[src/rtl/assert_macros.svh]
// ----------------------------------------------------------------------------
// assert_macros.svh
// assertion helpers used by the controller port rtl
// ----------------------------------------------------------------------------
`ifndef ASSERT_MACROS_SVH
`define ASSERT_MACROS_SVH

// property must hold at every clock edge outside reset
`define CPIO_ASSERT(label, clk, rst, prop, msg) \
   label: assert property (@(posedge clk) disable iff (rst) (prop)) else $error(msg);

// condition must never be seen outside reset
`define CPIO_ASSERT_NEVER(label, clk, rst, cond, msg) \
   `CPIO_ASSERT(label, clk, rst, !(cond), msg)

`endif

[src/rtl/cpio_pkg.sv]
// ----------------------------------------------------------------------------
// cpio_pkg
// shared types, codes and constants of the controller port register block
// ----------------------------------------------------------------------------
`default_nettype none

package cpio_pkg;

   // item kinds carried in req_tuser
   localparam logic [2:0] MODE_READ      = 3'd0;
   localparam logic [2:0] MODE_WRITE     = 3'd1;
   localparam logic [2:0] MODE_PAD_BTN   = 3'd2;
   localparam logic [2:0] MODE_MOUSE_BTN = 3'd3;
   localparam logic [2:0] MODE_MOTION    = 3'd4;

   // bus register offsets, bit 0 cleared
   localparam logic [11:0] ADDR_TEMP    = 12'h000;
   localparam logic [11:0] ADDR_PORT0   = 12'h010;
   localparam logic [11:0] ADDR_PORT1   = 12'h012;
   localparam logic [11:0] ADDR_PORT2   = 12'h014;
   localparam logic [11:0] ADDR_SENSOR  = 12'h030;
   localparam logic [11:0] ADDR_MOUSE_X = 12'h050;
   localparam logic [11:0] ADDR_MOUSE_Y = 12'h052;

   // configuration register indexes
   localparam logic [2:0] CSR_SCAN_PAD   = 3'd0;
   localparam logic [2:0] CSR_SCAN_MOUSE = 3'd1;
   localparam logic [2:0] CSR_PAD_PLUG   = 3'd2;
   localparam logic [2:0] CSR_MOUSE_PLUG = 3'd3;
   localparam logic [2:0] CSR_TEMP       = 3'd4;
   localparam logic [2:0] CSR_SENSOR     = 3'd5;

   localparam logic [9:0] TEMP_RESET   = 10'd352;
   localparam logic [6:0] SENSOR_RESET = 7'd25;

   localparam int REQ_DATA_W = 72;
   localparam int REQ_USER_W = 3;
   localparam int RSP_DATA_W = 16;
   localparam int RSP_USER_W = 1;
   localparam int CSR_ADDR_W = 5;
   localparam int CSR_DATA_W = 32;

   typedef struct packed {
      logic       scan_pad_enable;
      logic       scan_mouse_enable;
      logic       pad_plugged;
      logic       mouse_plugged;
      logic [9:0] temp_code;
      logic [6:0] sensor_bits;
   } cfg_type;

   typedef struct packed {
      logic [2:0]         mode;
      logic [11:0]        addr;
      logic [15:0]        write_data;
      logic [15:0]        button_mask;
      logic               pressed;
      logic signed [12:0] delta_x;
      logic signed [12:0] delta_y;
   } item_type;

   typedef struct packed {
      logic [15:0] read_data;
      logic        unmapped;
   } result_type;

endpackage

`default_nettype wire

[src/rtl/cpio_csr.sv]
// ----------------------------------------------------------------------------
// cpio_csr
// apb configuration registers of the controller port block
// ----------------------------------------------------------------------------
`default_nettype none

module cpio_csr (
   input  wire logic                            clock,
   input  wire logic                            reset,
   input  wire logic                            csr_psel,
   input  wire logic                            csr_penable,
   input  wire logic                            csr_pwrite,
   input  wire logic [cpio_pkg::CSR_ADDR_W-1:0] csr_paddr,
   input  wire logic [cpio_pkg::CSR_DATA_W-1:0] csr_pwdata,
   output logic      [cpio_pkg::CSR_DATA_W-1:0] csr_prdata,
   output logic                                 csr_pready,
   output cpio_pkg::cfg_type                    cfg
);

   cpio_pkg::cfg_type cfg_ff, cfg_in;
   logic              wr_en;
   logic [2:0]        idx;

   assign idx        = csr_paddr[4:2];
   assign wr_en      = csr_psel & csr_penable & csr_pwrite & csr_pready;
   assign csr_pready = 1'b1;
   assign cfg        = cfg_ff;

   always_comb begin
      cfg_in = cfg_ff;
      if (wr_en) begin
         unique case (idx)
            cpio_pkg::CSR_SCAN_PAD:   cfg_in.scan_pad_enable   = csr_pwdata[0];
            cpio_pkg::CSR_SCAN_MOUSE: cfg_in.scan_mouse_enable = csr_pwdata[0];
            cpio_pkg::CSR_PAD_PLUG:   cfg_in.pad_plugged       = csr_pwdata[0];
            cpio_pkg::CSR_MOUSE_PLUG: cfg_in.mouse_plugged     = csr_pwdata[0];
            cpio_pkg::CSR_TEMP:       cfg_in.temp_code         = csr_pwdata[9:0];
            cpio_pkg::CSR_SENSOR:     cfg_in.sensor_bits       = csr_pwdata[6:0];
            default: ;
         endcase
      end
   end

   always_comb begin
      unique case (idx)
         cpio_pkg::CSR_SCAN_PAD:   csr_prdata = {31'b0, cfg_ff.scan_pad_enable};
         cpio_pkg::CSR_SCAN_MOUSE: csr_prdata = {31'b0, cfg_ff.scan_mouse_enable};
         cpio_pkg::CSR_PAD_PLUG:   csr_prdata = {31'b0, cfg_ff.pad_plugged};
         cpio_pkg::CSR_MOUSE_PLUG: csr_prdata = {31'b0, cfg_ff.mouse_plugged};
         cpio_pkg::CSR_TEMP:       csr_prdata = {22'b0, cfg_ff.temp_code};
         cpio_pkg::CSR_SENSOR:     csr_prdata = {25'b0, cfg_ff.sensor_bits};
         default:                  csr_prdata = '0;
      endcase
   end

   always_ff @(posedge clock) begin
      if (reset) begin
         cfg_ff.scan_pad_enable   <= 1'b0;
         cfg_ff.scan_mouse_enable <= 1'b0;
         cfg_ff.pad_plugged       <= 1'b0;
         cfg_ff.mouse_plugged     <= 1'b0;
         cfg_ff.temp_code         <= cpio_pkg::TEMP_RESET;
         cfg_ff.sensor_bits       <= cpio_pkg::SENSOR_RESET;
      end else begin
         cfg_ff <= cfg_in;
      end
   end

endmodule

`default_nettype wire

[src/rtl/cpio_core.sv]
// ----------------------------------------------------------------------------
// cpio_core
// port state, register decode and event handling, one item per cycle unless fire is held low
// ----------------------------------------------------------------------------
`default_nettype none

module cpio_core (
   input  wire logic                 clock,
   input  wire logic                 reset,
   input  wire cpio_pkg::cfg_type    cfg,
   input  wire cpio_pkg::item_type   item,
   input  wire logic                 fire,
   output cpio_pkg::result_type      result
);

   logic [15:0] pad_btn_ff,  pad_btn_in;
   logic [2:0]  mouse_btn_ff, mouse_btn_in;
   logic [11:0] cnt_x_ff,    cnt_x_in;
   logic [11:0] cnt_y_ff,    cnt_y_in;
   logic        latch_ff,    latch_in;

   logic        pad_present, pad_sel, mouse_cnt;
   logic [11:0] addr_even;
   logic [15:0] mouse_word;
   logic [2:0]  mouse_mask;
   logic [13:0] sum_x, sum_y;

   // clamp a 14-bit signed sum to the 12-bit counter range
   function automatic logic [11:0] sat12(input logic [13:0] s);
      logic [11:0] r;
      if (s[13:11] == 3'b000 || s[13:11] == 3'b111) r = s[11:0];
      else if (s[13])                               r = 12'h800;
      else                                          r = 12'h7FF;
      return r;
   endfunction

   assign pad_present = cfg.pad_plugged & ~cfg.mouse_plugged;
   assign pad_sel     = cfg.scan_pad_enable & pad_present;
   assign mouse_cnt   = cfg.scan_mouse_enable & cfg.mouse_plugged;
   assign addr_even   = {item.addr[11:1], 1'b0};
   assign mouse_word  = {1'b1, ~mouse_btn_ff, 4'b0, 1'b1, ~mouse_btn_ff, 4'b0};
   assign mouse_mask  = item.button_mask[14:12];
   assign sum_x       = {{2{cnt_x_ff[11]}}, cnt_x_ff} + {item.delta_x[12], item.delta_x};
   assign sum_y       = {{2{cnt_y_ff[11]}}, cnt_y_ff} + {item.delta_y[12], item.delta_y};

   always_comb begin
      pad_btn_in       = pad_btn_ff;
      mouse_btn_in     = mouse_btn_ff;
      cnt_x_in         = cnt_x_ff;
      cnt_y_in         = cnt_y_ff;
      latch_in         = latch_ff;
      result.read_data = '0;
      result.unmapped  = 1'b0;
      unique case (item.mode)
         cpio_pkg::MODE_READ: begin
            unique case (addr_even)
               cpio_pkg::ADDR_TEMP: result.read_data = {cfg.temp_code, 6'b0};
               cpio_pkg::ADDR_PORT0: begin
                  if (pad_sel) begin
                     result.read_data = {4'b0, pad_btn_ff[7:4], 4'b0, pad_btn_ff[3:1], 1'b1};
                  end else if (cfg.mouse_plugged) begin
                     result.read_data = mouse_word;
                  end
               end
               cpio_pkg::ADDR_PORT1: begin
                  if (pad_sel) begin
                     result.read_data = {12'b0, pad_btn_ff[11:8]};
                  end else if (cfg.mouse_plugged) begin
                     result.read_data = mouse_word;
                  end
               end
               cpio_pkg::ADDR_PORT2: begin
                  if (!pad_sel && cfg.mouse_plugged) begin
                     result.read_data = mouse_word;
                  end
               end
               cpio_pkg::ADDR_SENSOR: begin
                  result.read_data = {7'b0, latch_ff, 1'b0, cfg.sensor_bits};
               end
               cpio_pkg::ADDR_MOUSE_X: begin
                  if (mouse_cnt) begin
                     result.read_data = {1'b0, ~mouse_btn_ff, cnt_x_ff};
                     if (fire) cnt_x_in = '0;
                  end
               end
               cpio_pkg::ADDR_MOUSE_Y: begin
                  if (mouse_cnt) begin
                     result.read_data = {4'b0, cnt_y_ff};
                     if (fire) cnt_y_in = '0;
                  end
               end
               default: result.unmapped = 1'b1;
            endcase
         end
         cpio_pkg::MODE_WRITE: begin
            if (addr_even == cpio_pkg::ADDR_SENSOR) begin
               if (fire) latch_in = item.write_data[8];
            end else begin
               result.unmapped = 1'b1;
            end
         end
         cpio_pkg::MODE_PAD_BTN: begin
            if (fire && pad_present) begin
               pad_btn_in = item.pressed ? (pad_btn_ff | item.button_mask)
                                         : (pad_btn_ff & ~item.button_mask);
            end
         end
         cpio_pkg::MODE_MOUSE_BTN: begin
            if (fire && cfg.mouse_plugged) begin
               mouse_btn_in = item.pressed ? (mouse_btn_ff | mouse_mask)
                                           : (mouse_btn_ff & ~mouse_mask);
            end
         end
         cpio_pkg::MODE_MOTION: begin
            if (fire && cfg.mouse_plugged) begin
               cnt_x_in = sat12(sum_x);
               cnt_y_in = sat12(sum_y);
            end
         end
         default: ;
      endcase
      // unplugged mouse keeps its counters at zero
      if (!cfg.mouse_plugged) begin
         cnt_x_in = '0;
         cnt_y_in = '0;
      end
   end

   always_ff @(posedge clock) begin
      if (reset) begin
         pad_btn_ff   <= '0;
         mouse_btn_ff <= '0;
         cnt_x_ff     <= '0;
         cnt_y_ff     <= '0;
         latch_ff     <= 1'b0;
      end else begin
         pad_btn_ff   <= pad_btn_in;
         mouse_btn_ff <= mouse_btn_in;
         cnt_x_ff     <= cnt_x_in;
         cnt_y_ff     <= cnt_y_in;
         latch_ff     <= latch_in;
      end
   end

endmodule

`default_nettype wire

[src/rtl/controller_port_io_registers.sv]
// ----------------------------------------------------------------------------
// controller_port_io_registers
// game pad / mouse input port seen through 16-bit registers, stream front end
// ----------------------------------------------------------------------------
// Each request beat is one bus read, bus write, pad button change, mouse
// button change or mouse motion, and produces exactly one response beat
// carrying the read word (zero for anything but a read) and an unmapped flag
// for bus accesses that miss the register map. The block takes one beat
// every clock cycle while the response side does not stall; a beat is held
// in the input register and leaves through the result register, from which
// the response beat is offered. The rate is set by the update of the port
// state (buttons, saturating mouse counters, sensor latch) in the core.
// Configuration must be written by the user through the apb port only while
// no beat is in flight; the block does not enforce this.
`default_nettype none

`include "assert_macros.svh"

module controller_port_io_registers (
   input  wire logic                            clock,
   input  wire logic                            reset,
   // request stream
   input  wire logic                            req_tvalid,
   output logic                                 req_tready,
   // addr[11:0], write_data[27:12], button_mask[43:28], pressed[44],
   // delta_x[57:45], delta_y[70:58], zero pad[71]
   input  wire logic [cpio_pkg::REQ_DATA_W-1:0] req_tdata,
   // mode[2:0]
   input  wire logic [cpio_pkg::REQ_USER_W-1:0] req_tuser,
   // response stream
   output logic                                 rsp_tvalid,
   input  wire logic                            rsp_tready,
   // read_data[15:0]
   output logic      [cpio_pkg::RSP_DATA_W-1:0] rsp_tdata,
   // unmapped[0]
   output logic      [cpio_pkg::RSP_USER_W-1:0] rsp_tuser,
   // configuration port
   input  wire logic                            csr_psel,
   input  wire logic                            csr_penable,
   input  wire logic                            csr_pwrite,
   input  wire logic [cpio_pkg::CSR_ADDR_W-1:0] csr_paddr,
   input  wire logic [cpio_pkg::CSR_DATA_W-1:0] csr_pwdata,
   output logic      [cpio_pkg::CSR_DATA_W-1:0] csr_prdata,
   output logic                                 csr_pready
);

   cpio_pkg::cfg_type    cfg;
   cpio_pkg::item_type   s1_item_ff, s1_item_in;
   cpio_pkg::result_type result;
   logic                 s1_valid_ff, s1_valid_in;
   logic                 rsp_valid_ff, rsp_valid_in;
   logic [15:0]          rsp_data_ff;
   logic                 rsp_unmapped_ff;
   logic                 req_accept;
   logic                 s1_advance;

   // configuration registers
   cpio_csr u_csr (
      .clock       (clock),
      .reset       (reset),
      .csr_psel    (csr_psel),
      .csr_penable (csr_penable),
      .csr_pwrite  (csr_pwrite),
      .csr_paddr   (csr_paddr),
      .csr_pwdata  (csr_pwdata),
      .csr_prdata  (csr_prdata),
      .csr_pready  (csr_pready),
      .cfg         (cfg)
   );

   // the beat in the input register moves on when the result register is
   // free or is being emptied in the same cycle
   assign s1_advance = s1_valid_ff & (~rsp_valid_ff | rsp_tready);
   assign req_tready = ~s1_valid_ff | s1_advance;
   assign req_accept = req_tvalid & req_tready;

   // unpack request fields
   always_comb begin
      s1_item_in.mode        = req_tuser[2:0];
      s1_item_in.addr        = req_tdata[11:0];
      s1_item_in.write_data  = req_tdata[27:12];
      s1_item_in.button_mask = req_tdata[43:28];
      s1_item_in.pressed     = req_tdata[44];
      s1_item_in.delta_x     = req_tdata[57:45];
      s1_item_in.delta_y     = req_tdata[70:58];
   end

   assign s1_valid_in  = req_accept | (s1_valid_ff & ~s1_advance);
   assign rsp_valid_in = s1_advance | (rsp_valid_ff & ~rsp_tready);

   // decode and state update, committed only when the beat advances
   cpio_core u_core (
      .clock  (clock),
      .reset  (reset),
      .cfg    (cfg),
      .item   (s1_item_ff),
      .fire   (s1_advance),
      .result (result)
   );

   // control registers
   always_ff @(posedge clock) begin
      if (reset) begin
         s1_valid_ff  <= 1'b0;
         rsp_valid_ff <= 1'b0;
      end else begin
         s1_valid_ff  <= s1_valid_in;
         rsp_valid_ff <= rsp_valid_in;
      end
   end

   // payload registers, no reset needed
   always_ff @(posedge clock) begin
      if (req_accept) begin
         s1_item_ff <= s1_item_in;
      end
      if (s1_advance) begin
         rsp_data_ff     <= result.read_data;
         rsp_unmapped_ff <= result.unmapped;
      end
   end

   assign rsp_tvalid = rsp_valid_ff;
   assign rsp_tdata  = rsp_data_ff;
   assign rsp_tuser  = rsp_unmapped_ff;

   // a response only appears after a beat sat in the input register
   `CPIO_ASSERT_NEVER(a_rsp_from_s1, clock, reset, $rose(rsp_valid_ff) && !$past(s1_valid_ff), "response without input beat")

   // a stalled input beat is not lost
   `CPIO_ASSERT(a_s1_holds, clock, reset, s1_valid_ff && !s1_advance |=> s1_valid_ff, "input beat dropped")

   // only bus accesses can be flagged unmapped
   `CPIO_ASSERT(a_unmapped_bus, clock, reset, s1_advance && s1_item_ff.mode != cpio_pkg::MODE_READ && s1_item_ff.mode != cpio_pkg::MODE_WRITE |=> !rsp_unmapped_ff, "unmapped on event")

   // non-read beats return a zero word
   `CPIO_ASSERT(a_zero_data, clock, reset, s1_advance && s1_item_ff.mode != cpio_pkg::MODE_READ |=> rsp_data_ff == 16'h0000, "data on non-read")

endmodule

`default_nettype wire

[config.mk]
export PLATFORM = sky130hd
export DESIGN_NAME = controller_port_io_registers
export DESIGN_NICKNAME = d
export VERILOG_FILES = /design/src/rtl/cpio_pkg.sv /design/src/rtl/cpio_csr.sv /design/src/rtl/cpio_core.sv /design/src/rtl/controller_port_io_registers.sv
export VERILOG_INCLUDE_DIRS = /design/src /design/src/rtl
export SDC_FILE = /design/constraint.sdc
export NUM_CORES = 1
export LEC_CHECK = 0
export BUFFER_PORTS_ARGS = -buffer_cell sky130_fd_sc_hd__buf_4
export CAP_MARGIN = 20
export CORE_ASPECT_RATIO = 1.4
export CORE_MARGIN = 2
export CORE_UTILIZATION = 48
export DETAILED_ROUTE_END_ITERATION = 6
export HOLD_SLACK_MARGIN = 0.08
export PLACE_DENSITY = 0.73
export RECOVER_POWER = 100
export SLEW_MARGIN = 30
export SYNTH_ARGS = -nofsm -noshare
export SYNTH_HDL_FRONTEND = slang
export SYNTH_SLANG_ARGS = --single-unit
[constraint.sdc]
create_clock -name clock -period 2.8 [get_ports clock]
set_input_delay 0 -clock clock [delete_from_list [all_inputs] [get_ports clock]]
set_output_delay 0 -clock clock [all_outputs]
set_load 0.01 [all_outputs]
==> metrics.md <==
| Metric | Value |
|---|---|
| Status | `finished, final reports clean` |
| WP data arrival | `3.03 ns` |
| Total of max-cap violations | `0` |
| Design area | `8840 um^2` |
| Fin nets | `981` |
| Routed Antenna Nets | `0` |
| Fin Clk Skew | `0.00969 ns` |
| Max Slew Vio Count | `0` |
| Required time of the critical path | `around 3 ns` |
| CTS Root Cell | `clkbuf_16` |
| Area after DPL | `about 7500 um^2` |
| Critical Path End Type | `flop` |
| CTS buffer count | `17` |
| Reg2reg path depth | `12` |
| Asr flop ratio synth | `0%` |
| First-pass GRT wire length | `27200 um` |
| Die Y-Extent | `about 140 um` |
| Post-layout util | `66.0%` |
| Kind of critical path | `flop to flop` |
| Setup TNS | `0 ns` |
| Vias | `5634` |
| DR vias/cell | `about 5.5` |
| Max FO, Critical Path | `11` |
| Worst vdd ir | `approximately 0.36 mV` |
| Most used flip-flop cell after synthesis | `edfxtp_1` |
| Fillcell total | `about 1100` |
| Max Buffers Root-to-Sink | `2` |
| Die W | `103 um` |
| Clock Pin Slew Worst Setup and Hold Paths | `0.06 ns` |
| Total power | `between 4 and 5 mW` |
| Area of the mapped netlist | `roughly 6600 um^2` |
| Final Setup Violations | `0` |
| Setup slack after placement | `-0.00648 ns` |
| Avg Inst Size Synth | `10.2 um^2` |
| Die area | `about 15000 um^2` |
| Critical-path cell list | `ha_2 > inv_2 > fa_2 > nor2b_4 > o31a_1 > o41a_4 > a21oi_4 > or3_4 > a31oi_2 > o221a_1 > buf_6 > a221o_1` |
| Antenna cells | `0` |
| Post-Layout Cell Count | `1029` |
| Final Cycle Share | `98.1%` |
| Mapped Cells | `643` |
| Global Route Usage Sum | `23.9%` |
| Register area | `3430 um^2` |
| Post-synth EDFFs | `73` |
| P_leak | `around 3.3 nW` |
| CTS tree | `built` |
| Largest net degree at the start of global routing | `57` |
| Inst Count DP | `920` |
| DRT Wirelength | `~17000 um` |
| Tmin final | `between 2 and 3 ns` |
| RSZ-0062 raised after global routing | `true` |
| Hold Crit Depth | `4` |
| Worst slew margin | `7.33%` |
| GPL Wtd Cong | `0.858` |
| Port Buf Inserts | `roughly 100` |
| Yosys reg bits | `135` |
| CP max stage cell | `o41a_4` |
| Detailed Route Iter0 Violations | `367` |
| Vias in the first global route | `between 5000 and 6000` |
| Crit path launch type | `flop` |
| Synth-to-Final Area Change | `34.2%` |
| Initial antenna violation count | `0` |
| Dpl hpwl | `around 12000 um` |
| Worst setup slack after layout | `0.0540 ns` |
| CTS Sinks | `135` |
| Layout cells sized above 1 | `15.9%` |
| Most common cell after layout, fill and taps aside | `nand2_1` |
| H-tree levels | `4` |
| Final hold violations | `0` |
| Crit-path max cell delay | `0.39 ns` |
| Top Ports | `171` |
| Remaining DRCs | `0` |
| Grt ovf | `0` |
| Worst skew pair latency | `0.41 ns` |
| Yosys cell types | `62` |
| Area of the multi-input gates | `2940 um^2` |
| Mean routed wirelength per cell | `16.4 um` |
| Drt pass-1 iters | `5` |
| Hold Slack | `~0.11 ns` |
| Syn. warnings | `0` |
| Seq/Total Area, Yosys | `a little over half` |
| Most frequent cells in the layout | `nand2_1 (77), dlygate4sd3_1 (76), edfxtp_1 (73)` |
| PD cells | `548 nW/um^2` |
| Worst Tran Pin Value | `~1.4 ns` |
| Peak Freq | `between 300 and 400 MHz` |
| Total core area | `13400 um^2` |
| Worst Hold Class | `primary input to flop` |
| Rows | `50` |
| Starting density of the core | `49.2%` |
-- synth_stat cells (6+ instances only) --
library cell | n | area [um^2]
o22ai_1 | 9 | 56.3
xor2_1 | 6 | 52.6
and3_1 | 6 | 37.5
ha_1 | 26 | 325
nor3_1 | 14 | 70.1
mux2i_1 | 15 | 150
edfxtp_1 | 73 | 2190
dfxtp_1 | 62 | 1240
nand2b_1 | 8 | 50.1
nor2_1 | 55 | 206
a221o_1 | 11 | 110
a22oi_1 | 17 | 128
buf_4 | 24 | 180
o21ai_0 | 15 | 75.1
nand2_1 | 77 | 289
a31oi_1 | 6 | 37.5
a21oi_1 | 59 | 295
a21o_1 | 7 | 52.6
inv_1 | 15 | 56.3
nor2b_1 | 10 | 62.6
clkbuf_1 | 18 | 67.6
xnor2_1 | 12 | 105
nand3_1 | 23 | 115
-- final timing paths --
| kind | from | endpoint | slack, ns |
|---|---|---|---|
| max | s1_item_ff[0]$_DFFE_PP_ | u_core.cnt_y_ff[2]$_SDFFE_PP0P_ | 0.05 |
| min | csr_paddr[2] | u_csr.cfg[18]$_SDFFE_PP0P_ | 0.11 |
| max reg2reg | s1_item_ff[0]$_DFFE_PP_ | u_core.cnt_y_ff[2]$_SDFFE_PP0P_ | 0.05 |
| min reg2reg | flop | flop | 0.46 |
-- power breakdown --
group / internal [mW] / total (mW) / leakage, nW / switching, mW
combinational: 0.185 / 0.344 / 1.83 / 0.160
sequential: 2.16 / 2.20 / 1.21 / 0.0375
clock: 1.47 / 2.31 / 0.304 / 0.839
total: 3.81 / 4.85 / 3.34 / 1.04
-- routing by layer --
metal	part of all wire [%]	vias up	GRT usage [%]	wire length, um
li1	-	2717	-	-
met1	39	2645	28.3	6520
met2	53	231	42.0	8880
met3	5.8	41	4.65	972
met4	3.0	0	9.35	511
met5	0	-	0	0
-- worst max-delay path: cells and delay by family (launching register included) --
kind	cells	cell delay, ns
simple gates	2	0.19
fa+ha+maj	2	0.43
flops	1	0.38
buf+inv	2	0.21
compound gates	6	1.41
-- area by class of cell --
type	count	share of cell area [%]
Sequential cell	135	38.8
Multi-Input combinational cell	467	33.2
Timing Repair Buffer	198	17.7
Clock buffer	23	5.77
Tap cell	182	2.58
Clock inverter	9	1.27
Inverter	15	0.637
-- timing repair --
action / in CTS / in global routing
pin swaps: 1 / 3
hold buffers: 76 / 0
hold endpoints to repair: 94 / 0
endpoints found under the setup margin: 7 / 20
buffers inserted: 0 / 1
gates resized for setup: 1 / 11
-- kinds of logic after synthesis --
| group | after synthesis | share of synthesized area, % |
|---|---|---|
| buf+inv | 62 | 5.07 |
| fa+ha+maj | 29 | 5.70 |
| other cells | 2 | 0.114 |
| xor+xnor | 18 | 2.39 |
| mux | 15 | 2.28 |
| compound gates | 158 | 16.1 |
| flops | 135 | 52.1 |
| simple gates | 224 | 16.2 |
Power figures use the tool's default switching activity.
